==> src/design/hcrp_pkg.sv <==
package hcrp_pkg;

    localparam int LEN_W      = 12;
    localparam int LINE_LIMIT = 2048;

    localparam logic [7:0] CH_CR    = 8'h0D;
    localparam logic [7:0] CH_LF    = 8'h0A;
    localparam logic [7:0] CH_SPACE = 8'h20;

    // line states
    localparam logic [3:0] LS_FIRST      = 4'd0;
    localparam logic [3:0] LS_FIRST_CR   = 4'd1;
    localparam logic [3:0] LS_STATUS_END = 4'd2;
    localparam logic [3:0] LS_HDR        = 4'd3;
    localparam logic [3:0] LS_HDR_CR     = 4'd4;
    localparam logic [3:0] LS_HDR_END    = 4'd5;
    localparam logic [3:0] LS_BLANK_CR   = 4'd6;
    localparam logic [3:0] LS_DONE       = 4'd7;

    // match phases
    localparam logic [2:0] MP_PREFIX     = 3'd0;
    localparam logic [2:0] MP_SPACES     = 3'd1;
    localparam logic [2:0] MP_CODE       = 3'd2;
    localparam logic [2:0] MP_OK         = 3'd3;
    localparam logic [2:0] MP_BAD_PREFIX = 3'd4;
    localparam logic [2:0] MP_BAD_CODE   = 3'd5;

    // outcome codes
    localparam logic [2:0] OUT_BUSY     = 3'd0;
    localparam logic [2:0] OUT_OK       = 3'd1;
    localparam logic [2:0] OUT_INVALID  = 3'd2;
    localparam logic [2:0] OUT_NOT_200  = 3'd3;
    localparam logic [2:0] OUT_TOO_LONG = 3'd4;
    localparam logic [2:0] OUT_CLOSED   = 3'd5;

    typedef struct packed {
        logic [3:0] next_state;
        logic       in_status;
        logic       status_end;
        logic       hdr_end;
        logic       done;
    } line_info_t;

    typedef struct packed {
        logic [2:0] phase;
        logic [3:0] pos;
    } match_t;

    function automatic logic [7:0] prefix_char(input logic [3:0] pos);
        case (pos)
            4'd0:    prefix_char = 8'h48; // H
            4'd1:    prefix_char = 8'h54; // T
            4'd2:    prefix_char = 8'h54; // T
            4'd3:    prefix_char = 8'h50; // P
            4'd4:    prefix_char = 8'h2F; // /
            4'd5:    prefix_char = 8'h31; // 1
            4'd6:    prefix_char = 8'h2E; // .
            4'd7:    prefix_char = 8'h30; // 0
            4'd8:    prefix_char = 8'h20; // space
            default: prefix_char = 8'h00;
        endcase
    endfunction

    function automatic logic [7:0] code_char(input logic [3:0] pos);
        case (pos)
            4'd0:    code_char = 8'h32; // 2
            4'd1:    code_char = 8'h30; // 0
            4'd2:    code_char = 8'h30; // 0
            default: code_char = 8'h00;
        endcase
    endfunction

endpackage

==> src/design/hcrp_line_fsm.sv <==
module hcrp_line_fsm
    import hcrp_pkg::*;
(
    input  logic [3:0] state,
    input  logic [7:0] rx_byte,
    input  logic       ignore_cr,
    output line_info_t info
);

    logic       is_cr;
    logic       is_lf;
    logic       lf_ends;
    logic [3:0] ns;

    assign is_cr   = (rx_byte == CH_CR);
    assign is_lf   = (rx_byte == CH_LF);
    assign lf_ends = ignore_cr && is_lf;

    always_comb begin
        case (state)
            LS_FIRST: begin
                if (is_cr)        ns = LS_FIRST_CR;
                else if (lf_ends) ns = LS_STATUS_END;
                else              ns = LS_FIRST;
            end
            LS_FIRST_CR: begin
                ns = is_lf ? LS_STATUS_END : LS_FIRST;
            end
            LS_STATUS_END, LS_HDR_END: begin
                if (is_cr)        ns = LS_BLANK_CR;
                else if (lf_ends) ns = LS_DONE;
                else              ns = LS_HDR;
            end
            LS_HDR_CR: begin
                ns = is_lf ? LS_HDR_END : LS_HDR;
            end
            LS_BLANK_CR: begin
                // a repeated CR waits for its LF only when bare LF is allowed
                if (is_lf)      ns = LS_DONE;
                else if (is_cr) ns = ignore_cr ? LS_BLANK_CR : LS_HDR_CR;
                else            ns = LS_HDR;
            end
            LS_DONE: begin
                ns = LS_DONE;
            end
            default: begin
                if (is_cr)        ns = LS_HDR_CR;
                else if (lf_ends) ns = LS_HDR_END;
                else              ns = LS_HDR;
            end
        endcase
    end

    assign info.next_state = ns;
    assign info.in_status  = (state == LS_FIRST) || (state == LS_FIRST_CR);
    assign info.status_end = (ns == LS_STATUS_END);
    assign info.hdr_end    = (ns == LS_HDR_END);
    assign info.done       = (ns == LS_DONE);

endmodule

==> src/design/hcrp_matcher.sv <==
module hcrp_matcher
    import hcrp_pkg::*;
(
    input  match_t     cur,
    input  logic [7:0] rx_byte,
    output match_t     nxt
);

    logic ok;

    always_comb begin
        nxt = cur;
        ok  = 1'b0;
        case (cur.phase)
            MP_PREFIX: begin
                // minor version may be 0 or 1
                if (cur.pos == 4'd7) ok = (rx_byte == 8'h30) || (rx_byte == 8'h31);
                else                 ok = (cur.pos < 4'd9) && (rx_byte == prefix_char(cur.pos));
                if (!ok) begin
                    nxt.phase = MP_BAD_PREFIX;
                end else if (cur.pos == 4'd8) begin
                    nxt.phase = MP_SPACES;
                    nxt.pos   = 4'd0;
                end else begin
                    nxt.pos = cur.pos + 4'd1;
                end
            end
            MP_SPACES: begin
                if (rx_byte != CH_SPACE) begin
                    if (rx_byte == code_char(4'd0)) begin
                        nxt.phase = MP_CODE;
                        nxt.pos   = 4'd1;
                    end else begin
                        nxt.phase = MP_BAD_CODE;
                    end
                end
            end
            MP_CODE: begin
                if (cur.pos >= 4'd3 || rx_byte != code_char(cur.pos)) nxt.phase = MP_BAD_CODE;
                else if (cur.pos == 4'd2)                            nxt.phase = MP_OK;
                else                                                 nxt.pos = cur.pos + 4'd1;
            end
            default: begin
                nxt = cur;
            end
        endcase
    end

endmodule

==> src/design/http_connect_reply_parser.sv <==
// An accepted byte waits in the input register until the result register can advance; it is
// then processed and its result word is presented on the m_ side from the result register.
// Throughput: one byte per cycle unless m_ready holds back the result register; the line
// and match state update in a single pass.
// Reset (synchronous, aresetn low): parser back to the start of the status line,
// outcome busy, ignore_cr cleared, both pipeline stages emptied.
module http_connect_reply_parser
    import hcrp_pkg::*;
(
    input  logic       aclk,
    input  logic       aresetn,

    input  logic       cfg_valid,
    output logic       cfg_ready,
    input  logic       cfg_data,

    input  logic       s_valid,
    output logic       s_ready,
    input  logic [7:0] s_rx_byte,
    input  logic       s_link_closed,

    output logic       m_valid,
    input  logic       m_ready,
    output logic [2:0] m_outcome,
    output logic       m_status_line_end,
    output logic       m_header_line_end
);

    logic             ignore_cr_reg;

    logic             in_valid_reg;
    logic [7:0]       in_byte_reg;
    logic             in_closed_reg;

    logic [3:0]       line_state_reg, line_state_next;
    logic [LEN_W-1:0] len_reg, len_next;
    match_t           match_reg, match_next;
    logic [2:0]       outcome_reg, outcome_next;

    logic             out_valid_reg;
    logic [2:0]       out_outcome_reg;
    logic             out_st_reg, out_hd_reg;
    logic             st_next, hd_next;

    line_info_t       li;
    match_t           match_fed;
    logic             adv;
    logic             proc;
    logic [LEN_W-1:0] len_inc;

    hcrp_line_fsm u_line (
        .state     (line_state_reg),
        .rx_byte   (in_byte_reg),
        .ignore_cr (ignore_cr_reg),
        .info      (li)
    );

    hcrp_matcher u_match (
        .cur     (match_reg),
        .rx_byte (in_byte_reg),
        .nxt     (match_fed)
    );

    assign adv       = !out_valid_reg || m_ready;
    assign proc      = in_valid_reg && adv;
    assign s_ready   = !in_valid_reg || adv;
    assign cfg_ready = 1'b1;
    assign len_inc   = len_reg + 1'b1;

    always_comb begin
        line_state_next = line_state_reg;
        len_next        = len_reg;
        match_next      = match_reg;
        outcome_next    = outcome_reg;
        st_next         = 1'b0;
        hd_next         = 1'b0;
        if (outcome_reg == OUT_BUSY) begin
            if (in_closed_reg) begin
                outcome_next = OUT_CLOSED;
            end else begin
                line_state_next = li.next_state;
                len_next        = len_inc;
                // the terminating byte is not fed to the matcher
                if (li.in_status && !li.status_end) match_next = match_fed;
                if (li.status_end) begin
                    st_next  = 1'b1;
                    len_next = '0;
                    if (match_reg.phase inside {MP_SPACES, MP_CODE, MP_BAD_CODE})
                        outcome_next = OUT_NOT_200;
                    else if (match_reg.phase != MP_OK)
                        outcome_next = OUT_INVALID;
                end else if (li.hdr_end) begin
                    hd_next  = 1'b1;
                    len_next = '0;
                end else if (len_inc >= LEN_W'(LINE_LIMIT)) begin
                    outcome_next = OUT_TOO_LONG;
                end else if (li.done) begin
                    outcome_next = OUT_OK;
                end
            end
        end
    end

    always_ff @(posedge aclk) begin
        if (!aresetn) begin
            ignore_cr_reg   <= 1'b0;
            in_valid_reg    <= 1'b0;
            out_valid_reg   <= 1'b0;
            line_state_reg  <= LS_FIRST;
            len_reg         <= '0;
            match_reg.phase <= MP_PREFIX;
            match_reg.pos   <= 4'd0;
            outcome_reg     <= OUT_BUSY;
        end else begin
            if (cfg_valid && cfg_ready) ignore_cr_reg <= cfg_data;
            if (s_ready) in_valid_reg <= s_valid;
            if (adv) out_valid_reg <= in_valid_reg;
            if (proc) begin
                line_state_reg <= line_state_next;
                len_reg        <= len_next;
                match_reg      <= match_next;
                outcome_reg    <= outcome_next;
            end
        end
    end

    // payload: load the input word on accept, the result word when a held byte is processed
    always_ff @(posedge aclk) begin
        if (s_valid && s_ready) begin
            in_byte_reg   <= s_rx_byte;
            in_closed_reg <= s_link_closed;
        end
        if (proc) begin
            out_outcome_reg <= outcome_next;
            out_st_reg      <= st_next;
            out_hd_reg      <= hd_next;
        end
    end

    assign m_valid           = out_valid_reg;
    assign m_outcome         = out_outcome_reg;
    assign m_status_line_end = out_st_reg;
    assign m_header_line_end = out_hd_reg;

    a_flags_exclusive: assert property (@(posedge aclk) disable iff (!aresetn)
        m_valid |-> !(m_status_line_end && m_header_line_end))
        else $error("status and header line end flagged together");

    a_outcome_sticky: assert property (@(posedge aclk) disable iff (!aresetn)
        (outcome_reg != OUT_BUSY) |=> (outcome_reg == $past(outcome_reg)))
        else $error("final outcome changed after being set");

    a_hdr_end_busy: assert property (@(posedge aclk) disable iff (!aresetn)
        (m_valid && m_header_line_end) |-> (m_outcome == OUT_BUSY))
        else $error("header line end reported with a final outcome");

    a_len_bound: assert property (@(posedge aclk) disable iff (!aresetn)
        (outcome_reg == OUT_BUSY) |-> (len_reg < LEN_W'(LINE_LIMIT)))
        else $error("line length reached limit while busy");

endmodule
==> config.mk <==
export PLATFORM = sky130hd
export DESIGN_NAME = http_connect_reply_parser
export DESIGN_NICKNAME = d
export VERILOG_FILES = /design/src/design/hcrp_pkg.sv /design/src/design/hcrp_line_fsm.sv /design/src/design/hcrp_matcher.sv /design/src/design/http_connect_reply_parser.sv
export SDC_FILE = /design/constraint.sdc
export NUM_CORES = 1
export LEC_CHECK = 0
export ABC_AREA = 1
export BUFFER_PORTS_ARGS = -buffer_cell sky130_fd_sc_hd__buf_4
export CAP_MARGIN = 20
export CORE_MARGIN = 5
export CORE_UTILIZATION = 60
export CTS_BUF_LIST = sky130_fd_sc_hd__clkbuf_8
export CTS_CLUSTER_DIAMETER = 40
export DETAILED_ROUTE_END_ITERATION = 10
export PLACE_DENSITY = 0.76
export REMOVE_ABC_BUFFERS = 1
export SLEW_MARGIN = 20
export SYNTH_ARGS = -nofsm -noshare
export SYNTH_HDL_FRONTEND = slang
export SYNTH_SLANG_ARGS = --single-unit
export TNS_END_PERCENT = 10
==> constraint.sdc <==
create_clock -name aclk -period 2.85 [get_ports aclk]
set_clock_uncertainty 0.15 [all_clocks]
set_input_delay 0.57 -clock aclk [delete_from_list [all_inputs] [get_ports aclk]]
set_output_delay 0.57 -clock aclk [all_outputs]
set_load 0.1 [all_outputs]
## Word level (Yosys, flattened, before mapping)

Memories as Yosys holds them, arrays and structs flattened. A register that Yosys moved wholly into a read port is not among the register bits.
Index checks and enable logic that the tools add are counted.

| storage, ports and cells | value |
|---|---|
| memories kept | 1 |
| logic and storage cells | 123 |
| memory bits (read-only) | 112 |
| bits in registers | 43 |
| output and inout bits | 8 |
| input port bits | 15 |

Memory list:

| name | depth | bits a word | rd ports | clocked after memory_dff | wr ports | line | text |
|---|---|---|---|---|---|---|---|
| (no name shown) | 16 | 7 | 1 | 1 | 0 | hcrp_pkg.sv:50 | `case (pos)` |

| operators by class | value |
|---|---|
| equality and inequality tests | 32 |
| order comparisons | 3 |
| reductions and logical operators | 26 |
| bitwise gates (word level) | 2 |
| $add $sub $neg | 2 |
| mux-type cells | 44 |

Operators with widths:

| cell | count |
|---|---|
| $mux W3 | 16 |
| $mux W4 | 12 |
| $eq A4 B3 Y1 const B | 7 |
| $eq A8 B6 Y1 const B | 3 |
| $mux W12 | 2 |
| $mux W8 | 3 |
| $pmux W4 S6 | 1 |
| $pmux W7 S3 | 1 |
| $eq A8 B4 Y1 const B | 2 |
| $add A12 B1 Y12 const B | 1 |
| $eq A4 B2 Y1 const B | 3 |
| $ge A12 B12 Y1 const B | 1 |
| $pmux W6 S2 | 1 |
| $reduce_and A10 Y1 | 1 |
| $eq A4 B1 Y1 const B | 2 |
| $eq A8 B8 Y1 | 1 |
| $logic_not A4 Y1 | 2 |
| $ne A8 B6 Y1 const B | 1 |
| $ne A8 B8 Y1 | 1 |
| $reduce_and A8 Y1 | 1 |
| $mux W7 | 1 |
| $logic_not A3 Y1 | 2 |
| $mux W2 | 3 |
| $ne A2 B1 Y1 const B | 3 |
| 20 further kinds | 38 |

## Depth between registers and ports, before layout

| logic depth | value |
|---|---|
| word-level depth | 12 |
| gate-level depth with buffers | 19 |

## By module

From an unflattened synthesis, not the netlist that was laid out.

| unflattened totals | value |
|---|---|
| cell total of the unflattened synthesis | 458 |
| area, all modules | 3,078.0 um2 |

By module, submodules not included:

| module | cells an instance | instances | seq. area each (um2) | area an instance (um2) |
|---|---|---|---|---|
| http_connect_reply_parser | 198 | 1 | 1,001.0 | 1,776.7 |
| hcrp_matcher | 176 | 1 | 0.0 | 935.9 |
| hcrp_line_fsm | 84 | 1 | 0.0 | 365.4 |

## Worst setup path after synthesis

Ideal clock, no wire load.

| timing path | value |
|---|---|
| path type | reg-to-reg |
| from | register out_valid_reg (netlist: m_valid) |
| to | register in_byte_reg[0], enable pin |
| required time | 2,416 ps |
| stages on the path, launching flop included | 4 |
| setup slack | -57 ps |
| path buffers | 0 |
| setup time | 284 ps |
| clock period less this slack | 2,907 ps |
| arrival | 2,473 ps |
| cells stage by stage | dfxtp_1 -> nand3_1 -> nand2_1 -> inv_1 |

| on the way | value |
|---|---|
| longest elaborated chain between the ends | 4 |

RTL lines:

| what | line | text |
|---|---|---|
| start: declaration | http_connect_reply_parser.sv:40 | `logic out_valid_reg;` |
| start signal: assignment | http_connect_reply_parser.sv:117 | `if (adv) out_valid_reg <= in_valid_reg;` |
| $logic_not A1 Y1 | http_connect_reply_parser.sv:64 | `assign adv = !out_valid_reg \|\| m_ready;` |
| $logic_or A1 B1 Y1 | http_connect_reply_parser.sv:64 |  |
| $logic_or A1 B1 Y1 | http_connect_reply_parser.sv:66 | `assign s_ready = !in_valid_reg \|\| adv;` |
| via s_ready | http_connect_reply_parser.sv:18 | `output logic s_ready,` |
| $logic_and A1 B1 Y1 | http_connect_reply_parser.sv:129 | `if (s_valid && s_ready) begin` |
| end signal: assignment | http_connect_reply_parser.sv:130 | `in_byte_reg <= s_rx_byte;` |
| end: declaration | http_connect_reply_parser.sv:32 | `logic [7:0] in_byte_reg;` |

The timed path passes the listed nets, and every way through them passes these cells.
A chain may end at the register's enable or synchronous reset.

==> impl_metrics.yaml <==
run_status:
  status: "completed"
cts:
  clk_pin_slew_ns: 0.08
  clkLatencyLatePin_ns: 0.29
  htreeDepth: 2
  cts_tree: "built"
  clockRootBuffer: "clkbuf_8"
  clk_path_buf_depth: 2
  clock-sinks: 49
  cts.repair.resized: 0
  cts_setup_buffers: 0
  hold_buffers: 0
  numCtsBuffers: 5
critical_path:
  cp-start-kind: "flip-flop"
  worstSetupEndpointType: "flip-flop"
  path_common_cell: "nand2_1"
  slowest_delay_ns: 0.41
  cp_slowest_cell: "dfxtp_1"
  worstPathRequired_ns: 2.93
  crit_type: "reg2reg"
  cp_cell_sequence: "inv_1 -> ha_1 -> nor2_1 -> nand2_1 -> nand2_1 -> nand3_1 -> nand2_2 -> nand4_4 -> nor2_8 -> nor2_1 -> a211oi_2 -> inv_1 -> ha_1 -> nand2_1 -> a21oi_1"
  arrival_ns: 2.66
  crit_path_max_fanout: 6
global_route:
  grt_max_degree: 17
  globalRouteTotalUtil: 0.216
  grt_pass1_wl_mm: 11.0
  antenna_found_initial: 0
  gr-total-overflow: 0
  first_global_vias: 2441
timing:
  layout_min_cycle_time_ns: 2.58
  fin_tns_setup_ns: 0
  hold_viol: 0
  post-route-period-util: 0.905
  finalSetupViolations: 0
  worst_slew_pin_slew_ns: 0.555
  drv_slew: 0
  max-slew-margin-rel: 0.629
  setup_ws_ns: 0.270
  worst_hold_slack_ns: 0.295
  grt_setup_unrepaired: "no"
  fmax_mhz: 388
yosys:
  async_flop_share: 0
  synth.avg_cell_area_um2: 7.21
  yosys_register_bits: 49
  ys_top_cells_by_count: "nand2_1 (86), inv_1 (62), nor2_1 (51), dfxtp_1 (35), nand3_1 (28)"
  synth.most_common_cell: "nand2_1"
  synth_top_area_frac: 0.237
  syn_area_um2: 2950
  synth_cells: 410
  synth_top_area_cell: "dfxtp_1"
  synth_ff_type: "dfxtp_1"
  synth_edf_count: 14
  synth_cell_types: 40
  synth_seq_area_share: 0.380
  synth.area.top_cells: "dfxtp_1 (24%), edfxtp_1 (14%), nand2_1 (11%), inv_1 (7.9%), nor2_1 (6.5%)"
  ys_warn_count: 0
route:
  wl_per_cell_um: 12.8
  vias_per_cell: 5.31
  first_pass_iters: 4
  route.detailed.drc: 0
  drt_iter0_drc: 175
  ant_nets: 0
  wirelength_mm: 6.43
  vias: 2666
place:
  hpwl_mm: 5.01
  place_congestion: 0.957
  pre_cts_slack_ns: 0.264
  portBuffers: 21
layout:
  area.growth.synth_to_final_pct: 10.7
  nNetsFinal: 457
  antenna-diode-count: 0
  fill_cells: 424
  layout-drive-gt1-share: 0.159
floorplan:
  die_w_um: 80.2
  rows: 25
  core_um2: 4750
  initial_core_util: 0.621
  io_pins: 23
  die_h_um: 80.2
  fp.dieArea_um2: 6430
pwr:
  power.density_nw_per_um2: 424
  leakage_nw: 1.46
  peakVddDrop_v: 0.000282
flow_run:
  cap_violations: 0
hold_path:
  holdCritPathClass: "in2reg"
==> worst paths after layout <==
check                                      end  cells past startpoint         start  slack, ns
worst max register to register       flip-flop                     15  match_reg[0]       0.27
worst min register to register     len_reg[10]                      2   len_reg[10]       0.34
worst max-delay path                 flip-flop                     15  match_reg[0]       0.27
worst min-delay path            in_byte_reg[1]                      1  s_rx_byte[1]       0.30
==> placed cells by master, fill, tap and decap left out, drive strengths merged, types with 3 or more instances in the layout <==
cell type | netlist | final
buf | 1 | 23
nand4 | 8 | 8
nand2 | 93 | 93
o21ai | 24 | 24
edfxtp | 14 | 14
a31oi | 4 | 4
xor2 | 7 | 7
a211oi | 4 | 4
o22ai | 3 | 3
inv | 71 | 72
dfxtp | 35 | 35
ha | 8 | 8
nor2 | 58 | 58
a21oi | 23 | 23
nor3 | 13 | 13
nand3 | 32 | 32
clkbuf | 5 | 5
==> stage by stage <==
stage | util | area [um2] | instances | power [W]
3_5_place_dp | 0.670 | 3180 | 494 | 0.00102
6_report | 0.688 | 3270 | 502 | 0.00139
5_1_grt | 0.688 | 3270 | 502 | 0.00146
3_3_place_gp | 0.670 | 3180 | 494 | 0.00101
2_1_floorplan | - | 2930 | 404 | 0.000954
4_1_cts | 0.687 | 3270 | 502 | 0.00140
==> area by class of cell <==
cell class / count / area, um2 / area share
Sequential cell: 49 / 1120 / 0.343
Multi-Input combinational cell: 284 / 1540 / 0.471
Timing Repair Buffer: 23 / 173 / 0.0528
Inverter: 71 / 269 / 0.0822
Clock inverter: 3 / 13.8 / 0.00421
Tap cell: 67 / 83.8 / 0.0256
Clock buffer: 5 / 68.8 / 0.0210
==> cells by family (layout without fill, tap and decap cells) <==
group / Yosys count / count (layout) / synth area share
other: 1 / 1 / 0.00127
adders and majority gates: 8 / 8 / 0.0339
AOI/OAI and AO/OA: 62 / 62 / 0.125
xor gates and xnor gates: 7 / 7 / 0.0208
DFF: 49 / 49 / 0.379
and+or+nand+nor: 206 / 206 / 0.339
buffers and inverters: 77 / 102 / 0.100
==> power breakdown <==
group	switching (W)	leakage (nW)	total, W	internal, W
Sequential	0.0000264	0.420	0.000770	0.000743
Clock	0.000218	0.0491	0.000385	0.000167
Combinational	0.000159	0.989	0.000232	0.0000737
Total	0.000403	1.46	0.00139	0.000984
==> metal layers <==
metal	GRT usage	vias up	share of wire
met3	0.0381	4	0.048
met4	0.0524	0	0.0062
li1	-	1372	-
met1	0.291	1223	0.47
met2	0.360	67	0.47
met5	0	-	0
==> critical path, delay by kind of cell, from the launching register on <==
| kind | cells | cell delay, ns |
|---|---|---|
| fa+ha+maj | 2 | 0.52 |
| compound gates | 2 | 0.31 |
| flops | 1 | 0.41 |
| simple gates | 9 | 0.93 |
| buf+inv | 2 | 0.22 |
(Power assumes the default switching activity.)
